$ cat src/rtl/core/dvr_pkg.sv
// ----------------------------------------------------------------------------
// dvr_pkg
// Request codes, status codes, field widths and shared types of the
// distance-vector route table engine.
// ----------------------------------------------------------------------------
package dvr_pkg;

    localparam int NODE_ID_BITS = 4;
    localparam int COST_IO_BITS = 16;
    localparam int REQ_BITS     = 2;

    localparam logic [REQ_BITS-1:0] REQ_ADD_NBR = 2'd0;
    localparam logic [REQ_BITS-1:0] REQ_ADVERT  = 2'd1;
    localparam logic [REQ_BITS-1:0] REQ_READ    = 2'd2;

    localparam logic STATUS_OK      = 1'b0;
    localparam logic STATUS_NON_NBR = 1'b1;

    typedef logic [NODE_ID_BITS-1:0] t_node_id;
    typedef logic [COST_IO_BITS-1:0] t_cost_io;

    // table write enables out of the update logic
    typedef struct packed {
        logic route_we;
        logic nbr_we;
    } t_wr_en;

    // one result beat
    typedef struct packed {
        t_node_id entry_dest;
        t_cost_io entry_cost;
        t_node_id entry_next_hop;
        logic     entry_known;
        logic     entry_changed;
        logic     status;
    } t_result;

endpackage

$ cat src/rtl/core/dvr_req_if.sv
// ----------------------------------------------------------------------------
// dvr_req_if
// Request channel: valid/ready handshake with one request beat as payload.
// ----------------------------------------------------------------------------
interface dvr_req_if;
    import dvr_pkg::*;

    logic                    valid;
    logic                    ready;
    logic [REQ_BITS-1:0]     req_type;
    logic [NODE_ID_BITS-1:0] node_id;
    logic [NODE_ID_BITS-1:0] dest_id;
    logic [COST_IO_BITS-1:0] cost_in;

    modport source (output valid, output req_type, output node_id, output dest_id,
                    output cost_in, input ready);
    modport sink   (input valid, input req_type, input node_id, input dest_id,
                    input cost_in, output ready);
endinterface

$ cat src/rtl/core/dvr_rsp_if.sv
// ----------------------------------------------------------------------------
// dvr_rsp_if
// Result channel: valid/ready handshake with one table entry report as payload.
// ----------------------------------------------------------------------------
interface dvr_rsp_if;
    import dvr_pkg::*;

    logic                    valid;
    logic                    ready;
    logic [NODE_ID_BITS-1:0] entry_dest;
    logic [COST_IO_BITS-1:0] entry_cost;
    logic [NODE_ID_BITS-1:0] entry_next_hop;
    logic                    entry_known;
    logic                    entry_changed;
    logic                    status;

    modport source (output valid, output entry_dest, output entry_cost,
                    output entry_next_hop, output entry_known, output entry_changed,
                    output status, input ready);
    modport sink   (input valid, input entry_dest, input entry_cost,
                    input entry_next_hop, input entry_known, input entry_changed,
                    input status, output ready);
endinterface

$ cat src/rtl/core/dvr_table.sv
// ----------------------------------------------------------------------------
// dvr_table
// One table: a synchronous data memory with one write and one registered
// read port, plus a valid bit per entry that reset clears.
// ----------------------------------------------------------------------------
module dvr_table #(
    parameter int DEPTH = 16,
    parameter int WIDTH = 16
) (
    input  logic                     i_clk,
    input  logic                     i_rst_n,
    input  logic                     i_we,
    input  logic [$clog2(DEPTH)-1:0] i_waddr,
    input  logic [WIDTH-1:0]         i_wdata,
    input  logic                     i_re,
    input  logic [$clog2(DEPTH)-1:0] i_raddr,
    output logic                     o_rvalid,
    output logic [WIDTH-1:0]         o_rdata
);
    logic [WIDTH-1:0] r_mem [DEPTH];
    logic [DEPTH-1:0] r_valid;
    logic             r_rvalid;
    logic [WIDTH-1:0] r_rdata;

    always_ff @(posedge i_clk) begin
        if (i_we) begin
            r_mem[i_waddr] <= i_wdata;
        end
        if (i_re) begin
            r_rdata <= r_mem[i_raddr];
        end
    end

    always_ff @(posedge i_clk) begin
        if (!i_rst_n) begin
            r_valid  <= '0;
            r_rvalid <= 1'b0;
        end else begin
            if (i_we) begin
                r_valid[i_waddr] <= 1'b1;
            end
            if (i_re) begin
                r_rvalid <= r_valid[i_raddr];
            end
        end
    end

    assign o_rvalid = r_rvalid;
    assign o_rdata  = r_rdata;
endmodule

$ cat src/rtl/core/dvr_update.sv
// ----------------------------------------------------------------------------
// dvr_update
// Bellman-Ford relax step: decides the table writes for one request from
// the entries read out, and forms the report of the entry after the step.
// ----------------------------------------------------------------------------
module dvr_update #(
    parameter int NODE_COUNT = 16,
    parameter int COST_BITS  = 16
) (
    input  logic [1:0]              i_req_type,
    input  dvr_pkg::t_node_id       i_node,
    input  dvr_pkg::t_node_id       i_dest,
    input  logic [COST_BITS-1:0]    i_cost,
    input  dvr_pkg::t_node_id       i_self,
    input  logic                    i_route_known,
    input  logic [COST_BITS-1:0]    i_route_cost,
    input  dvr_pkg::t_node_id       i_route_hop,
    input  logic                    i_nbr_present,
    input  logic [COST_BITS-1:0]    i_link_cost,
    output dvr_pkg::t_wr_en         o_wr,
    output logic [COST_BITS+3:0]    o_route_wdata,
    output logic [COST_BITS-1:0]    o_nbr_wdata,
    output dvr_pkg::t_result        o_result
);
    import dvr_pkg::*;

    logic                   node_ok;
    logic                   dest_ok;
    logic [COST_BITS:0]     sum;
    logic [COST_BITS-1:0]   cand;
    t_node_id               rep_dest;
    logic                   rep_ok;
    logic [COST_BITS-1:0]   new_cost;
    t_node_id               new_hop;
    logic                   changed;
    logic                   bad;
    logic [COST_BITS-1:0]   rep_cost;
    t_node_id               rep_hop;
    logic                   rep_known;
    logic [COST_BITS+15:0]  cost_wide;

    assign node_ok = 32'(i_node) < 32'(NODE_COUNT);
    assign dest_ok = 32'(i_dest) < 32'(NODE_COUNT);

    // saturate the candidate at the cost maximum
    assign sum  = {1'b0, i_cost} + {1'b0, i_link_cost};
    assign cand = sum[COST_BITS] ? '1 : sum[COST_BITS-1:0];

    always_comb begin
        o_wr     = '0;
        changed  = 1'b0;
        bad      = 1'b0;
        new_cost = i_cost;
        new_hop  = i_node;
        rep_dest = i_dest;
        rep_ok   = dest_ok;
        case (i_req_type)
            REQ_ADD_NBR: begin
                rep_dest = i_node;
                rep_ok   = node_ok;
                if (node_ok) begin
                    o_wr.nbr_we = 1'b1;
                    if (i_node != i_self) begin
                        o_wr.route_we = 1'b1;
                        changed       = 1'b1;
                    end
                end
            end
            REQ_ADVERT: begin
                new_cost = cand;
                if (!node_ok || !i_nbr_present) begin
                    bad = 1'b1;
                end else if (dest_ok && (i_dest != i_self)) begin
                    if (!i_route_known || (cand < i_route_cost)) begin
                        o_wr.route_we = 1'b1;
                        changed       = 1'b1;
                    end
                end
            end
            default: begin
            end
        endcase
    end

    always_comb begin
        rep_cost  = '0;
        rep_hop   = '0;
        rep_known = 1'b0;
        if (rep_dest == i_self) begin
            rep_hop   = i_self;
            rep_known = 1'b1;
        end else if (changed) begin
            rep_cost  = new_cost;
            rep_hop   = new_hop;
            rep_known = 1'b1;
        end else if (rep_ok && i_route_known) begin
            rep_cost  = i_route_cost;
            rep_hop   = i_route_hop;
            rep_known = 1'b1;
        end
    end

    assign cost_wide     = {16'd0, rep_cost};
    assign o_route_wdata = {new_cost, new_hop};
    assign o_nbr_wdata   = i_cost;

    assign o_result.entry_dest     = rep_dest;
    assign o_result.entry_cost     = cost_wide[15:0];
    assign o_result.entry_next_hop = rep_hop;
    assign o_result.entry_known    = rep_known;
    assign o_result.entry_changed  = changed;
    assign o_result.status         = bad ? STATUS_NON_NBR : STATUS_OK;
endmodule

$ cat src/rtl/core/distance_vector_route_update.sv
// ----------------------------------------------------------------------------
// distance_vector_route_update
// Distance-vector route table engine of one router: neighbor adds,
// advertisement relax steps and table reads, one result beat per request.
// ----------------------------------------------------------------------------
// Each request beat is taken into a read stage while the route and neighbor
// memories are read; the read stage then computes the update, writes it back
// and loads the result register. A new request is accepted only once the
// previous one has written back, so the block takes no new request before
// the last is through, set by the read-then-write turnaround of the memories;
// a full result register that is not taken holds the read stage. Known and
// neighbor-present marks are flip-flops cleared by reset, so no clearing pass
// is needed. The user must write self_node through i_cfg_we / i_cfg_wdata
// only while no request is in flight; the block does not enforce it, and
// self_node always reports cost 0 with itself as next hop.
module distance_vector_route_update #(
    parameter int NODE_COUNT = 16,
    parameter int COST_BITS  = 16
) (
    input  logic                   i_clk,
    input  logic                   i_rst_n,
    input  logic                   i_cfg_we,
    input  dvr_pkg::t_node_id      i_cfg_wdata,
    dvr_req_if.sink                i_req,
    dvr_rsp_if.source              o_rsp
);
    import dvr_pkg::*;

    localparam int AW = $clog2(NODE_COUNT);

    t_node_id               r_self;
    logic                   r_s1_valid;
    logic [REQ_BITS-1:0]    r_type;
    t_node_id               r_node;
    t_node_id               r_dest;
    logic [COST_BITS-1:0]   r_cost;
    logic [AW-1:0]          r_route_addr;
    logic                   r_out_valid;
    t_result                r_out;

    logic                   in_fire;
    logic                   s1_done;
    logic [COST_BITS+15:0]  cost_in_wide;
    t_node_id               route_rd_id;
    logic                   route_known;
    logic [COST_BITS+3:0]   route_rdata;
    logic                   nbr_present;
    logic [COST_BITS-1:0]   link_cost;
    t_wr_en                 wr;
    logic [COST_BITS+3:0]   route_wdata;
    logic [COST_BITS-1:0]   nbr_wdata;
    t_result                result;

    assign i_req.ready = !r_s1_valid;
    assign in_fire     = i_req.valid && !r_s1_valid;
    assign s1_done     = r_s1_valid && (!r_out_valid || o_rsp.ready);

    assign cost_in_wide = {{COST_BITS{1'b0}}, i_req.cost_in};
    // an add reports the neighbor's own route, everything else the destination
    assign route_rd_id  = (i_req.req_type == REQ_ADD_NBR) ? i_req.node_id : i_req.dest_id;

    always_ff @(posedge i_clk) begin
        if (!i_rst_n) begin
            r_self      <= '0;
            r_s1_valid  <= 1'b0;
            r_out_valid <= 1'b0;
        end else begin
            if (i_cfg_we) begin
                r_self <= i_cfg_wdata;
            end
            if (in_fire) begin
                r_s1_valid <= 1'b1;
            end else if (s1_done) begin
                r_s1_valid <= 1'b0;
            end
            if (s1_done) begin
                r_out_valid <= 1'b1;
            end else if (o_rsp.ready) begin
                r_out_valid <= 1'b0;
            end
        end
    end

    always_ff @(posedge i_clk) begin
        if (in_fire) begin
            r_type       <= i_req.req_type;
            r_node       <= i_req.node_id;
            r_dest       <= i_req.dest_id;
            r_cost       <= cost_in_wide[COST_BITS-1:0];
            r_route_addr <= AW'(route_rd_id);
        end
        if (s1_done) begin
            r_out <= result;
        end
    end

    dvr_table #(
        .DEPTH (NODE_COUNT),
        .WIDTH (COST_BITS + NODE_ID_BITS)
    ) u_route (
        .i_clk    (i_clk),
        .i_rst_n  (i_rst_n),
        .i_we     (s1_done && wr.route_we),
        .i_waddr  (r_route_addr),
        .i_wdata  (route_wdata),
        .i_re     (in_fire),
        .i_raddr  (AW'(route_rd_id)),
        .o_rvalid (route_known),
        .o_rdata  (route_rdata)
    );

    dvr_table #(
        .DEPTH (NODE_COUNT),
        .WIDTH (COST_BITS)
    ) u_nbr (
        .i_clk    (i_clk),
        .i_rst_n  (i_rst_n),
        .i_we     (s1_done && wr.nbr_we),
        .i_waddr  (AW'(r_node)),
        .i_wdata  (nbr_wdata),
        .i_re     (in_fire),
        .i_raddr  (AW'(i_req.node_id)),
        .o_rvalid (nbr_present),
        .o_rdata  (link_cost)
    );

    dvr_update #(
        .NODE_COUNT (NODE_COUNT),
        .COST_BITS  (COST_BITS)
    ) u_update (
        .i_req_type    (r_type),
        .i_node        (r_node),
        .i_dest        (r_dest),
        .i_cost        (r_cost),
        .i_self        (r_self),
        .i_route_known (route_known),
        .i_route_cost  (route_rdata[COST_BITS+3:4]),
        .i_route_hop   (route_rdata[3:0]),
        .i_nbr_present (nbr_present),
        .i_link_cost   (link_cost),
        .o_wr          (wr),
        .o_route_wdata (route_wdata),
        .o_nbr_wdata   (nbr_wdata),
        .o_result      (result)
    );

    assign o_rsp.valid          = r_out_valid;
    assign o_rsp.entry_dest     = r_out.entry_dest;
    assign o_rsp.entry_cost     = r_out.entry_cost;
    assign o_rsp.entry_next_hop = r_out.entry_next_hop;
    assign o_rsp.entry_known    = r_out.entry_known;
    assign o_rsp.entry_changed  = r_out.entry_changed;
    assign o_rsp.status         = r_out.status;
endmodule
$ cat src/flat_wrapper.sv
// flat-port wrapper written by rule: the top's interface ports become plain ports
module distance_vector_route_update_flat import dvr_pkg::*;
#(
    parameter int NODE_COUNT = 16,
    parameter int COST_BITS  = 16
)
  (i_clk, i_rst_n, i_cfg_we, i_cfg_wdata, i_req_valid, i_req_req_type, i_req_node_id, i_req_dest_id, i_req_cost_in, i_req_ready, o_rsp_valid, o_rsp_entry_dest, o_rsp_entry_cost, o_rsp_entry_next_hop, o_rsp_entry_known, o_rsp_entry_changed, o_rsp_status, o_rsp_ready);
  dvr_req_if i_req_i ();
  dvr_rsp_if o_rsp_i ();
  input  logic i_clk;
  input  logic i_rst_n;
  input  logic i_cfg_we;
  input  dvr_pkg::t_node_id i_cfg_wdata;
  input wire logic [$bits(i_req_i.valid)-1:0] i_req_valid;
  input wire logic [$bits(i_req_i.req_type)-1:0] i_req_req_type;
  input wire logic [$bits(i_req_i.node_id)-1:0] i_req_node_id;
  input wire logic [$bits(i_req_i.dest_id)-1:0] i_req_dest_id;
  input wire logic [$bits(i_req_i.cost_in)-1:0] i_req_cost_in;
  output wire logic [$bits(i_req_i.ready)-1:0] i_req_ready;
  output wire logic [$bits(o_rsp_i.valid)-1:0] o_rsp_valid;
  output wire logic [$bits(o_rsp_i.entry_dest)-1:0] o_rsp_entry_dest;
  output wire logic [$bits(o_rsp_i.entry_cost)-1:0] o_rsp_entry_cost;
  output wire logic [$bits(o_rsp_i.entry_next_hop)-1:0] o_rsp_entry_next_hop;
  output wire logic [$bits(o_rsp_i.entry_known)-1:0] o_rsp_entry_known;
  output wire logic [$bits(o_rsp_i.entry_changed)-1:0] o_rsp_entry_changed;
  output wire logic [$bits(o_rsp_i.status)-1:0] o_rsp_status;
  input wire logic [$bits(o_rsp_i.ready)-1:0] o_rsp_ready;
  assign i_req_i.valid = i_req_valid;
  assign i_req_i.req_type = i_req_req_type;
  assign i_req_i.node_id = i_req_node_id;
  assign i_req_i.dest_id = i_req_dest_id;
  assign i_req_i.cost_in = i_req_cost_in;
  assign i_req_ready = i_req_i.ready;
  assign o_rsp_valid = o_rsp_i.valid;
  assign o_rsp_entry_dest = o_rsp_i.entry_dest;
  assign o_rsp_entry_cost = o_rsp_i.entry_cost;
  assign o_rsp_entry_next_hop = o_rsp_i.entry_next_hop;
  assign o_rsp_entry_known = o_rsp_i.entry_known;
  assign o_rsp_entry_changed = o_rsp_i.entry_changed;
  assign o_rsp_status = o_rsp_i.status;
  assign o_rsp_i.ready = o_rsp_ready;
  distance_vector_route_update #(.NODE_COUNT(NODE_COUNT), .COST_BITS(COST_BITS)) u_core (.i_clk(i_clk), .i_rst_n(i_rst_n), .i_cfg_we(i_cfg_we), .i_cfg_wdata(i_cfg_wdata), .i_req(i_req_i), .o_rsp(o_rsp_i));
endmodule
$ cat config.mk
export PLATFORM = sky130hd
export DESIGN_NAME = distance_vector_route_update_flat
export DESIGN_NICKNAME = d
export VERILOG_FILES = /design/src/rtl/core/dvr_pkg.sv /design/src/rtl/core/dvr_req_if.sv /design/src/rtl/core/dvr_rsp_if.sv /design/src/rtl/core/dvr_table.sv /design/src/rtl/core/dvr_update.sv /design/src/rtl/core/distance_vector_route_update.sv /design/src/flat_wrapper.sv
export SDC_FILE = /design/constraint.sdc
export NUM_CORES = 1
export LEC_CHECK = 0
export ABC_AREA = 1
export BUFFER_PORTS_ARGS = -buffer_cell sky130_fd_sc_hd__buf_2
export CORE_ASPECT_RATIO = 0.5
export CORE_UTILIZATION = 65
export DETAILED_ROUTE_END_ITERATION = 12
export PLACE_DENSITY = 0.82
export SYNTH_ARGS = -nofsm -noshare
export SYNTH_HDL_FRONTEND = slang
export SYNTH_SLANG_ARGS = --single-unit
$ cat constraint.sdc
create_clock -name i_clk -period 6.9 [get_ports i_clk]
set_input_delay 0.345 -clock i_clk [delete_from_list [all_inputs] [get_ports i_clk]]
set_output_delay 0.345 -clock i_clk [all_outputs]
set_load 0.01 [all_outputs]
# Yosys cells after proc, flatten, opt, wreduce, memory -nomap -nowiden
# Memories as Yosys holds them, arrays and structs flattened. A register that Yosys moved wholly into a read port is not among the register bits.
# Cells that the tools add are included.
classes:
  mux: 35
  eq_ne: 4
  reduce_logical: 16
  n_lt_le_gt_ge: 7
  n_bitwise: 2
  add_sub_neg: 1
ops:
  columns: ["operator", "n"]
  rows:
  - ["16-bit 2-to-1 mux", 4]
  - ["16-bit OR", 2]
  - ["1-bit 2-to-1 mux", 21]
  - ["4-bit by 5-bit less-than comparator with 1-bit output (second input constant)", 4]
  - ["4-bit 2-to-1 mux", 5]
  - ["16-bit by 16-bit adder with 17-bit output", 1]
  - ["16-bit less-than comparator", 1]
  - ["1-bit binary-select mux with 4-bit select", 2]
  - ["1-bit demux with 4-bit select", 2]
  - ["4-bit by 1-bit >= comparator with 1-bit output (second input constant)", 2]
  - ["4-bit != test", 2]
  - ["1-bit logical AND", 6]
  - ["4-bit == test", 1]
  - ["2-bit zero test", 2]
  - ["2-bit nonzero test", 2]
  - ["1-bit zero test", 3]
  - ["2-bit by 1-bit == test with 1-bit output (second input constant)", 1]
  - ["1-bit logical OR", 2]
  - ["1-bit one-hot mux with 2 select lines", 1]
  - ["2-bit OR reduction", 1]
totals:
  memories: 2
  wordCells: 85
  out_inout_bits: 29
  ramBits: 576
  regBits: 97
memory_table:
  columns: ["name", "depth", "width", "read_ports", "rd_ports_with_merged_regs", "write_ports", "line_no", "rtl"]
  rows:
  - ["u_core.u_route.r_mem", 16, 20, 1, 1, 1, "dvr_table.sv:20", "logic [WIDTH-1:0] r_mem [DEPTH];"]
  - ["u_core.u_nbr.r_mem", 16, 16, 1, 1, 1, "dvr_table.sv:20", null]

# Longest topological paths before layout
# Gate-level depths: netlist (run 1).
depth:
  depth_word: 11
  mapped_depth: 27

# Cells and area by module
# A second synthesis (run 1) with hierarchy kept.
unflattened:
  cells_unflattened: 2435
  hier_area_um2: 29500.8
by_module_without_submodules:
  columns: ["mod", "cells_per_inst", "seq_area_each_um2", "area_each_um2", "n_inst"]
  rows:
  - ["dvr_table at u_core.u_route", 1065, 10550.1, 13994.7, 1]
  - ["dvr_table at u_core.u_nbr", 878, 8508.2, 11293.3, 1]
  - ["dvr_update", 389, 0.0, 2200.9, 1]
  - ["distance_vector_route_update", 103, 1831.8, 2011.9, 1]

# Worst setup path after synthesis (run 1)
# No wires, ideal clock.
synth_timing:
  path_type: "register to register"
  from: "register u_core.r_cost[2]"
  to: "memory u_core.u_route.r_mem[0][0] (netlist bit), enable pin"
  setup_slack_ns: 2.721
  stages_incl_launch_ff: 24
  arrival_ns: 3.804
  cell_sequence: "edfxtp_1 > ha_1 > a21oi_1 > nand2_1 > a21boi_0 > o21ai_0 > inv_1 > o21a_1 > o21ai_2 > nand2_1 > nand2_1 > nand2_1 > nand3_1 > ha_1 > a21oi_1 > nor2_1 > a2111oi_0 > nand2_1 > nand2_1 > nand2_4 > nand2_8 > buf_8 > nand3_2 > inv_1"
synth_via:
  elab_chain_len: 11
synth_rtl:
  columns: ["element", "line_no", "rtl"]
  rows:
  - ["from (decl)", "distance_vector_route_update.sv:36", "logic [COST_BITS-1:0] r_cost;"]
  - ["from (signal assigned)", "distance_vector_route_update.sv:89", "r_cost <= cost_in_wide[COST_BITS-1:0];"]
  - ["16-bit by 16-bit adder with 17-bit output", "dvr_update.sv:46", "assign sum = {1'b0, i_cost} + {1'b0, i_link_cost};"]
  - ["16-bit 2-to-1 mux", "dvr_update.sv:47", "assign cand = sum[COST_BITS] ? '1 : sum[COST_BITS-1:0];"]
  - ["16-bit less-than comparator", "dvr_update.sv:74", "if (!i_route_known || (cand < i_route_cost)) begin"]
  - ["1-bit logical OR", "dvr_update.sv:74", null]
  - ["1-bit 2-to-1 mux", "dvr_update.sv:74", null]
  - ["1-bit 2-to-1 mux", "dvr_update.sv:73", "end else if (dest_ok && (i_dest != i_self)) begin"]
  - ["1-bit 2-to-1 mux", "dvr_update.sv:71", "if (!node_ok || !i_nbr_present) begin"]
  - ["1-bit one-hot mux with 2 select lines", null, null]
  - ["1-bit logical AND", "distance_vector_route_update.sv:103", ".i_we (s1_done && wr.route_we),"]
  - ["1-bit 2-to-1 mux", "dvr_table.sv:26", "if (i_we) begin"]
  - ["1-bit 2-to-1 mux (not written as such)", "dvr_table.sv:27", "r_mem[i_waddr] <= i_wdata;"]
  - ["to (decl)", "dvr_table.sv:20", null]
# Every way passes these cells.

# Worst setup path after layout (run 1)
layout_timing:
  from: "register u_core.r_cost[4]"
  to: "memory u_core.u_route.r_mem[14][14] (netlist bit), enable pin"
# The elaborated chain is that of the path after synthesis.

==> results of run 1 <==
-- cell type report --
type	count	area (sq um)	share of cell area (%)
Clock buffer	71	1520	4.76
Clock inverter	30	216	0.678
Timing Repair Buffer	134	931	2.92
Antenna cell	2	5.00	0.0157
Tap cell	588	736	2.31
Multi-Input combinational cell	1350	7180	22.5
Sequential cell	709	20900	65.5
Inverter	115	438	1.37
-- Yosys cell counts, types with 6 or more instances --
library cell	count	share of area, %
nand3_2	17	0.59
clkbuf_1	127	1.6
inv_1	111	1.4
xor2_1	7	0.21
edfxtp_1	669	69
nand2_1	198	2.6
a21oi_1	52	0.90
dfxtp_1	40	2.8
nor4_1	12	0.26
nand3_1	61	1.1
o221ai_1	112	3.4
o22ai_1	36	0.78
o21ai_0	333	5.8
or2_2	9	0.19
ha_1	31	1.3
nor2_1	408	5.3
xnor2_1	6	0.18
o211ai_1	38	0.99
a31oi_1	6	0.13
-- per-layer routing --
| metal | vias up | wire [microns] | global-route usage, % |
|---|---|---|---|
| met1 | 9409 | 28900 | 47.9 |
| li1 | 8596 | - | - |
| met2 | 1397 | 34100 | 50.6 |
| met5 | - | 11 | 0 |
| met3 | 207 | 9860 | 7.19 |
| met4 | 2 | 3090 | 14.2 |
-- per-stage QoR --
step                      power (mW)  cell area, sq um
final                           8.89             31900
after global routing            9.11             31900
after CTS                       8.85             31900
after detailed placement        5.83             29900
after global placement          5.80             29900
after floorplan                 5.49             28900
-- critical path, stage by stage (launching register included) --
cell and delay [ps]:
edfxtp_1 630, ha_1 490, nand2_1 100, inv_1 70
a21boi_0 120, o21ai_0 350, inv_1 140, o21a_1 220
o21ai_2 160, nand2_1 90, nand3_1 70, nand3_1 120
ha_1 320, a21oi_1 130, nor2_1 50, a2111oi_0 400
nand2_1 100, nand2_1 110, nand2_4 110, nand2_8 280
nand3_2 140, inv_1 700
-- flip-flops by register name, indices dropped and copies added, names as in the netlist, 2 cells and up --
| register | flops |
|---|---|
| u_core.u_route.r_mem | 320 |
| u_core.u_nbr.r_mem | 256 |
| u_core.u_route.o_rdata | 20 |
| u_core.o_rsp.entry_cost | 16 |
| u_core.r_cost | 16 |
| u_core.u_nbr.o_rdata | 16 |
| u_core.u_nbr.r_valid | 16 |
| u_core.u_route.r_valid | 16 |
| u_core.o_rsp.entry_dest | 4 |
| u_core.o_rsp.entry_next_hop | 4 |
| u_core.r_dest | 4 |
| u_core.r_node | 4 |
| u_core.r_route_addr | 4 |
| u_core.r_self | 4 |
| u_core.r_type | 2 |
-- power breakdown --
| part | total, mW | internal, mW | leakage (nW) | switching (mW) |
|---|---|---|---|---|
| combinational | 0.899 | 0.238 | 3.71 | 0.661 |
| sequential | 4.89 | 4.82 | 6.39 | 0.0642 |
| clock | 3.11 | 1.64 | 0.855 | 1.47 |
-- repair_timing --
| action | in CTS | in global routing |
|---|---|---|
| hold buffers | 27 | 0 |
| buffers inserted | 0 | 0 |
| setup endpoints to repair | 0 | 0 |
| endpoints found under the hold margin | 27 | 0 |
-- worst paths after layout --
kind | from | end | slack, ps | depth (start not counted)
max | u_core.r_cost[4]$_DFFE_PP_ | u_core.u_route.r_mem[14][14]$_DFFE_PP_ | 1630 | 21
min | i_cfg_we | u_core.r_self[3]$_SDFFE_PN0P_ | 60 | 3
max reg2reg | u_core.r_cost[4]$_DFFE_PP_ | u_core.u_route.r_mem[14][14]$_DFFE_PP_ | 1630 | 21
min reg2reg | u_core.u_route.r_valid[10]$_SDFFE_PN0P_ | u_core.u_route.r_valid[10]$_SDFFE_PN0P_ | 450 | 2
-- cells by family (layout without fill, tap and decap cells) --
logic type / after synthesis / after routing / synth area share [%]
fa+ha+maj: 32 / 32 / 1.41
simple gates: 718 / 718 / 10.3
flops: 709 / 709 / 72.2
xor+xnor: 13 / 13 / 0.393
other cells: 0 / 2 / 0
compound gates: 587 / 587 / 12.2
buf+inv: 255 / 350 / 3.47
==> out/results.tsv, run 1 <==
metric	value	unit
status	finished, final reports clean	
cts-buffers-inserted	56	
drt-total-wl	76000	microns
dp_cells	2869	
cts_root_buf	clkbuf_16	
ios	64	
fillers	2660	
mostFrequentLayoutCells	edfxtp_1, nor2_1, o21ai_0	
fin_skew	28.2	ps
layout_commonest_cell	edfxtp_1	
syn_area_per_cell	12.5	sq um
synth_area	28900	sq um
tightestPinTransition	1190	ps
yosysWarnings	0	
synth_flop_cell	edfxtp_1	
dp_slack	1780	ps
grt_pass1_vias	18314	
area_growth	10.3	%
clk_path_buf_depth	3	
cts_tree	done	
ctsHtreeMaxLevel	2	
core	43700	sq um
utilization	73.0	%
syn-num-nets	2381	
maxSlewHeadroom	20.6	%
synthCells	2314	
first_pass_iters	6	
powerDensity	279	nW/um^2
drv_slew	0	
final_cells	2999	
synth-async-reset-ratio	0	%
dpl.hpwl	44200	microns
die-width	300	microns
grt_max_degree	113	
crit_arrival	5500	ps
fin_crit_sh	76.4	%
hold_ws	57.0	ps
die_area	45400	sq um
antenna_found_initial	2	
io_buffers	63	
ys_seq_area_share	72.2	%
viasPerCell	6.54	
synth_cell_types	46	
setup_tns	0	ps
grtUsageTotal	33.5	%
cts.clk_slew.worst_paths	70	ps
clock.fmax	190	MHz
drc	0	
die_h	151	microns
setup_slack	1630	ps
grt_overflow	0	
via_count	19611	
cp_data_required_time	7130	ps
wl_per_cell	25.3	microns
clock_sinks	709	
end_kind	flop	
min_path_type	in -> reg	
place.gp.congestion	0.949	
drt_iter0_markers	3116	
synth_seq_cells	709	
peakVddDrop	0.000223	V
leakagePower	11.0	nW
grt_pass1_wl	111000	microns
hold_viol	0	
cts_resized	0	
cp_max_fo	32	
clkLatencyLatePin	610	ps
synth-edff-count	669	
rows	54	
path_class	reg -> reg	
maxCapViolations	0	
rsz0062_at_grt	no	
drive_gt1_share	10.5	%
cp-start-kind	flop	
ant_nets	0	
fin_nets	2433	
setup_viol	0	
start_util	66.2	%
fin_crit	5270	ps
No activity file was read; power rests on OpenSTA's default activity.
==> inputs of run 2 (changes only) <==
--- a/config.mk
+++ b/config.mk
@@ -8,9 +8,9 @@
 export ABC_AREA = 1
 export BUFFER_PORTS_ARGS = -buffer_cell sky130_fd_sc_hd__buf_2
 export CORE_ASPECT_RATIO = 0.5
-export CORE_UTILIZATION = 65
+export CORE_UTILIZATION = 62
 export DETAILED_ROUTE_END_ITERATION = 12
-export PLACE_DENSITY = 0.82
+export PLACE_DENSITY = 0.79
 export SYNTH_ARGS = -nofsm -noshare
 export SYNTH_HDL_FRONTEND = slang
 export SYNTH_SLANG_ARGS = --single-unit
==> constraint.sdc (replaced) <==
create_clock -name i_clk -period 5.35 [get_ports i_clk]
set_input_delay 0.2675 -clock i_clk [delete_from_list [all_inputs] [get_ports i_clk]]
set_output_delay 0.2675 -clock i_clk [all_outputs]
set_load 0.01 [all_outputs]
==> run 2 against run 1 <==
- sequential power is 29% higher
- final area up 1.5%
- non-clock buffer count is 25 higher
- routed wire length up 3.1%
- clock skew grew 12 ps
- critical endpoint is now u_core.u_route.r_mem[9][3]$_DFFE_PP_
==> out/results.tsv, run 2 (synthesized netlist as in run 1, its figures left out) <==
metric	value	unit	change
place.gp.congestion	0.990		was 0.949
clock.fmax	207	MHz	was 190 MHz
fillers	2884		was 2660
dp_slack	485	ps	was 1780 ps
peakVddDrop	0.000274	V	was 0.000223 V
end_kind	flop		unchanged
start_util	63.4	%	was 66.2%
drt_iter0_markers	3172		was 3116
crit_arrival	5140	ps	was 5500 ps
die_h	155	microns	was 151 microns
layout_commonest_cell	edfxtp_1		unchanged
status	finished, final reports clean		unchanged
tightestPinTransition	1180	ps	was 1190 ps
grt_pass1_vias	18620		was 18314
io_buffers	63		unchanged
setup_tns	0	ps	unchanged
grtUsageTotal	32.8	%	was 33.5%
worst_path_max_delay_cell	a2111oi_0		was inv_1
min_to	u_core.r_s1_valid$_SDFFE_PN0P_		was u_core.r_self[3]$_SDFFE_PN0P_
min_from	i_req_valid		was i_cfg_we
area_growth	11.9	%	was 10.3%
max_stage_delay	420	ps	was 700 ps
drive_gt1_share	11.8	%	was 10.5%
cts.clk_slew.worst_paths	70	ps	about the same
reg2reg_depth	24		was 21
cp_common_cell	nand2_1		unchanged
core	45600	sq um	was 43700 sq um
hold_depth	3		unchanged
powerDensity	366	nW/um^2	was 279 nW/um^2
path_class	reg -> reg		unchanged
ff2ff_setup_slack	510	ps	was 1630 ps
rows	55		was 54
clk_path_buf_depth	3		unchanged
ctsHtreeMaxLevel	2		unchanged
cts-buffers-inserted	57		was 56
die_area	47600	sq um	was 45400 sq um
fin_nets	2459		was 2433
cp_max_fo	32		unchanged
largest_register	u_core.u_route.r_mem		unchanged
r2r-start	u_core.r_cost[0]$_DFFE_PP_		was u_core.r_cost[4]$_DFFE_PP_
rsz0062_at_grt	no		unchanged
setup_slack	509	ps	was 1630 ps
cp-start-kind	flop		unchanged
wl_per_cell	25.5	microns	was 25.3 microns
hold_viol	0		unchanged
setup_viol	0		unchanged
maxCapViolations	0		unchanged
maxSlewHeadroom	21.2	%	was 20.6%
via_count	19884		was 19611
cts_tree	done		unchanged
die-width	308	microns	was 300 microns
fin_skew	40.0	ps	was 28.2 ps
drv_slew	0		unchanged
grt_max_degree	89		was 113
clock_sinks	709		unchanged
reg2reg_to	u_core.u_route.r_mem[9][3]$_DFFE_PP_		was u_core.u_route.r_mem[14][14]$_DFFE_PP_
fin_crit	4840	ps	was 5270 ps
clkLatencyLatePin	620	ps	was 610 ps
largest_reg_flops	320		unchanged
mostFrequentLayoutCells	edfxtp_1, nor2_1, o21ai_0		unchanged
dpl.hpwl	45200	microns	was 44200 microns
drc	0		unchanged
regArea	20900	sq um	unchanged
path_cells	buf_4 -> ha_1 -> fa_1 -> nand2_1 -> nand2_1 -> nand3_2 -> nand2_2 -> a31oi_1 -> inv_1 -> a31oi_1 -> nor2_1 -> nor2_1 -> nand2_1 -> ha_1 -> nand2_1 -> nor2_1 -> a2111oi_0 -> nand2_1 -> nand2_1 -> nand2_4 -> nand2_8 -> nand3_2 -> inv_1 -> buf_4		was ha_1 -> nand2_1 -> inv_1 -> a21boi_0 -> o21ai_0 -> inv_1 -> o21a_1 -> o21ai_2 -> nand2_1 -> nand3_1 -> nand3_1 -> ha_1 -> a21oi_1 -> nor2_1 -> a2111oi_0 -> nand2_1 -> nand2_1 -> nand2_4 -> nand2_8 -> nand3_2 -> inv_1
ios	64		unchanged
cp_data_required_time	5650	ps	was 7130 ps
utilization	71.0	%	was 73.0%
fin_crit_sh	90.5	%	was 76.4%
min_path_type	in -> reg		unchanged
drt-total-wl	78300	microns	was 76000 microns
first_pass_iters	6		unchanged
power	11.9	mW	was 8.89 mW
grt_pass1_wl	115000	microns	was 111000 microns
antenna_found_initial	1		was 2
cts_root_buf	clkbuf_16		unchanged
leakagePower	11.1	nW	was 11.0 nW
ant_nets	0		unchanged
multi_input_area	7180	sq um	unchanged
grt_overflow	0		unchanged
viasPerCell	6.48		was 6.54
hold_ws	23.1	ps	was 57.0 ps
run 2: power by group:
group          leakage (nW)  switching [mW]  internal, mW
combinational          3.80           0.875         0.318
sequential             6.39          0.0761          6.22
clock                 0.949            1.95          2.42
run 2: routing by layer:
metal | GRT usage, % | wire (microns) | share of wire, %
met2 | 49.3 | 34800 | 44
met5 | 0 | 0 | 0
met1 | 46.1 | 29200 | 37
met4 | 14.1 | 3710 | 4.7
met3 | 7.96 | 10600 | 14
run 2: cell type report:
cell class | instances | share of cell area, %
tap | 627 | 2.42
multi-input combinational | 1350 | 22.2
antenna | 2 | 0.0155
timing repair buffer | 159 | 3.52
clock inverter | 28 | 0.842
inverter | 115 | 1.40
sequential | 709 | 64.5
clock buffer | 79 | 5.14
run 2: through the flow:
stage	instance area, sq um	instances
after CTS	32400	3065
after detailed placement	30100	2928
final	32400	3069
after global placement	30100	2928
after floorplan	28900	2314
after global routing	32400	3068
run 2: repair_timing:
item                                    in CTS  in global routing
setup buffers                                0                  2
hold buffers                                30                  0
endpoints found under the setup margin       0                 93
hold endpoints to repair                    27                  0
resized for setup                            0                  4
run 2: worst max-delay path: cells and delay by family, from the launching register on:
| family | cells | cell delay, ps |
|---|---|---|
| flops | 1 | 370 |
| buf+inv | 4 | 820 |
| simple gates | 14 | 1470 |
| compound gates | 3 | 880 |
| fa+ha+maj | 3 | 950 |
run 2: worst max path at each step:
stage / start / end / slack, ps / cells past startpoint
after global placement: u_core.r_cost[4]$_DFFE_PP_ / u_core.u_route.r_mem[8][12]$_DFFE_PP_ / 700 / 21
after detailed placement: u_core.r_cost[4]$_DFFE_PP_ / u_core.u_route.r_mem[10][1]$_DFFE_PP_ / 480 / 21
after global routing: u_core.r_cost[0]$_DFFE_PP_ / u_core.u_route.r_mem[9][1]$_DFFE_PP_ / 130 / 24
after CTS: u_core.r_cost[4]$_DFFE_PP_ / u_core.u_route.r_mem[10][3]$_DFFE_PP_ / 420 / 21
final: u_core.r_cost[0]$_DFFE_PP_ / u_core.u_route.r_mem[9][3]$_DFFE_PP_ / 510 / 24
after floorplan: u_core.r_cost[2]$_DFFE_PP_ / u_core.u_route.r_mem[0][0]$_DFFE_PP_ / 1170 / 23
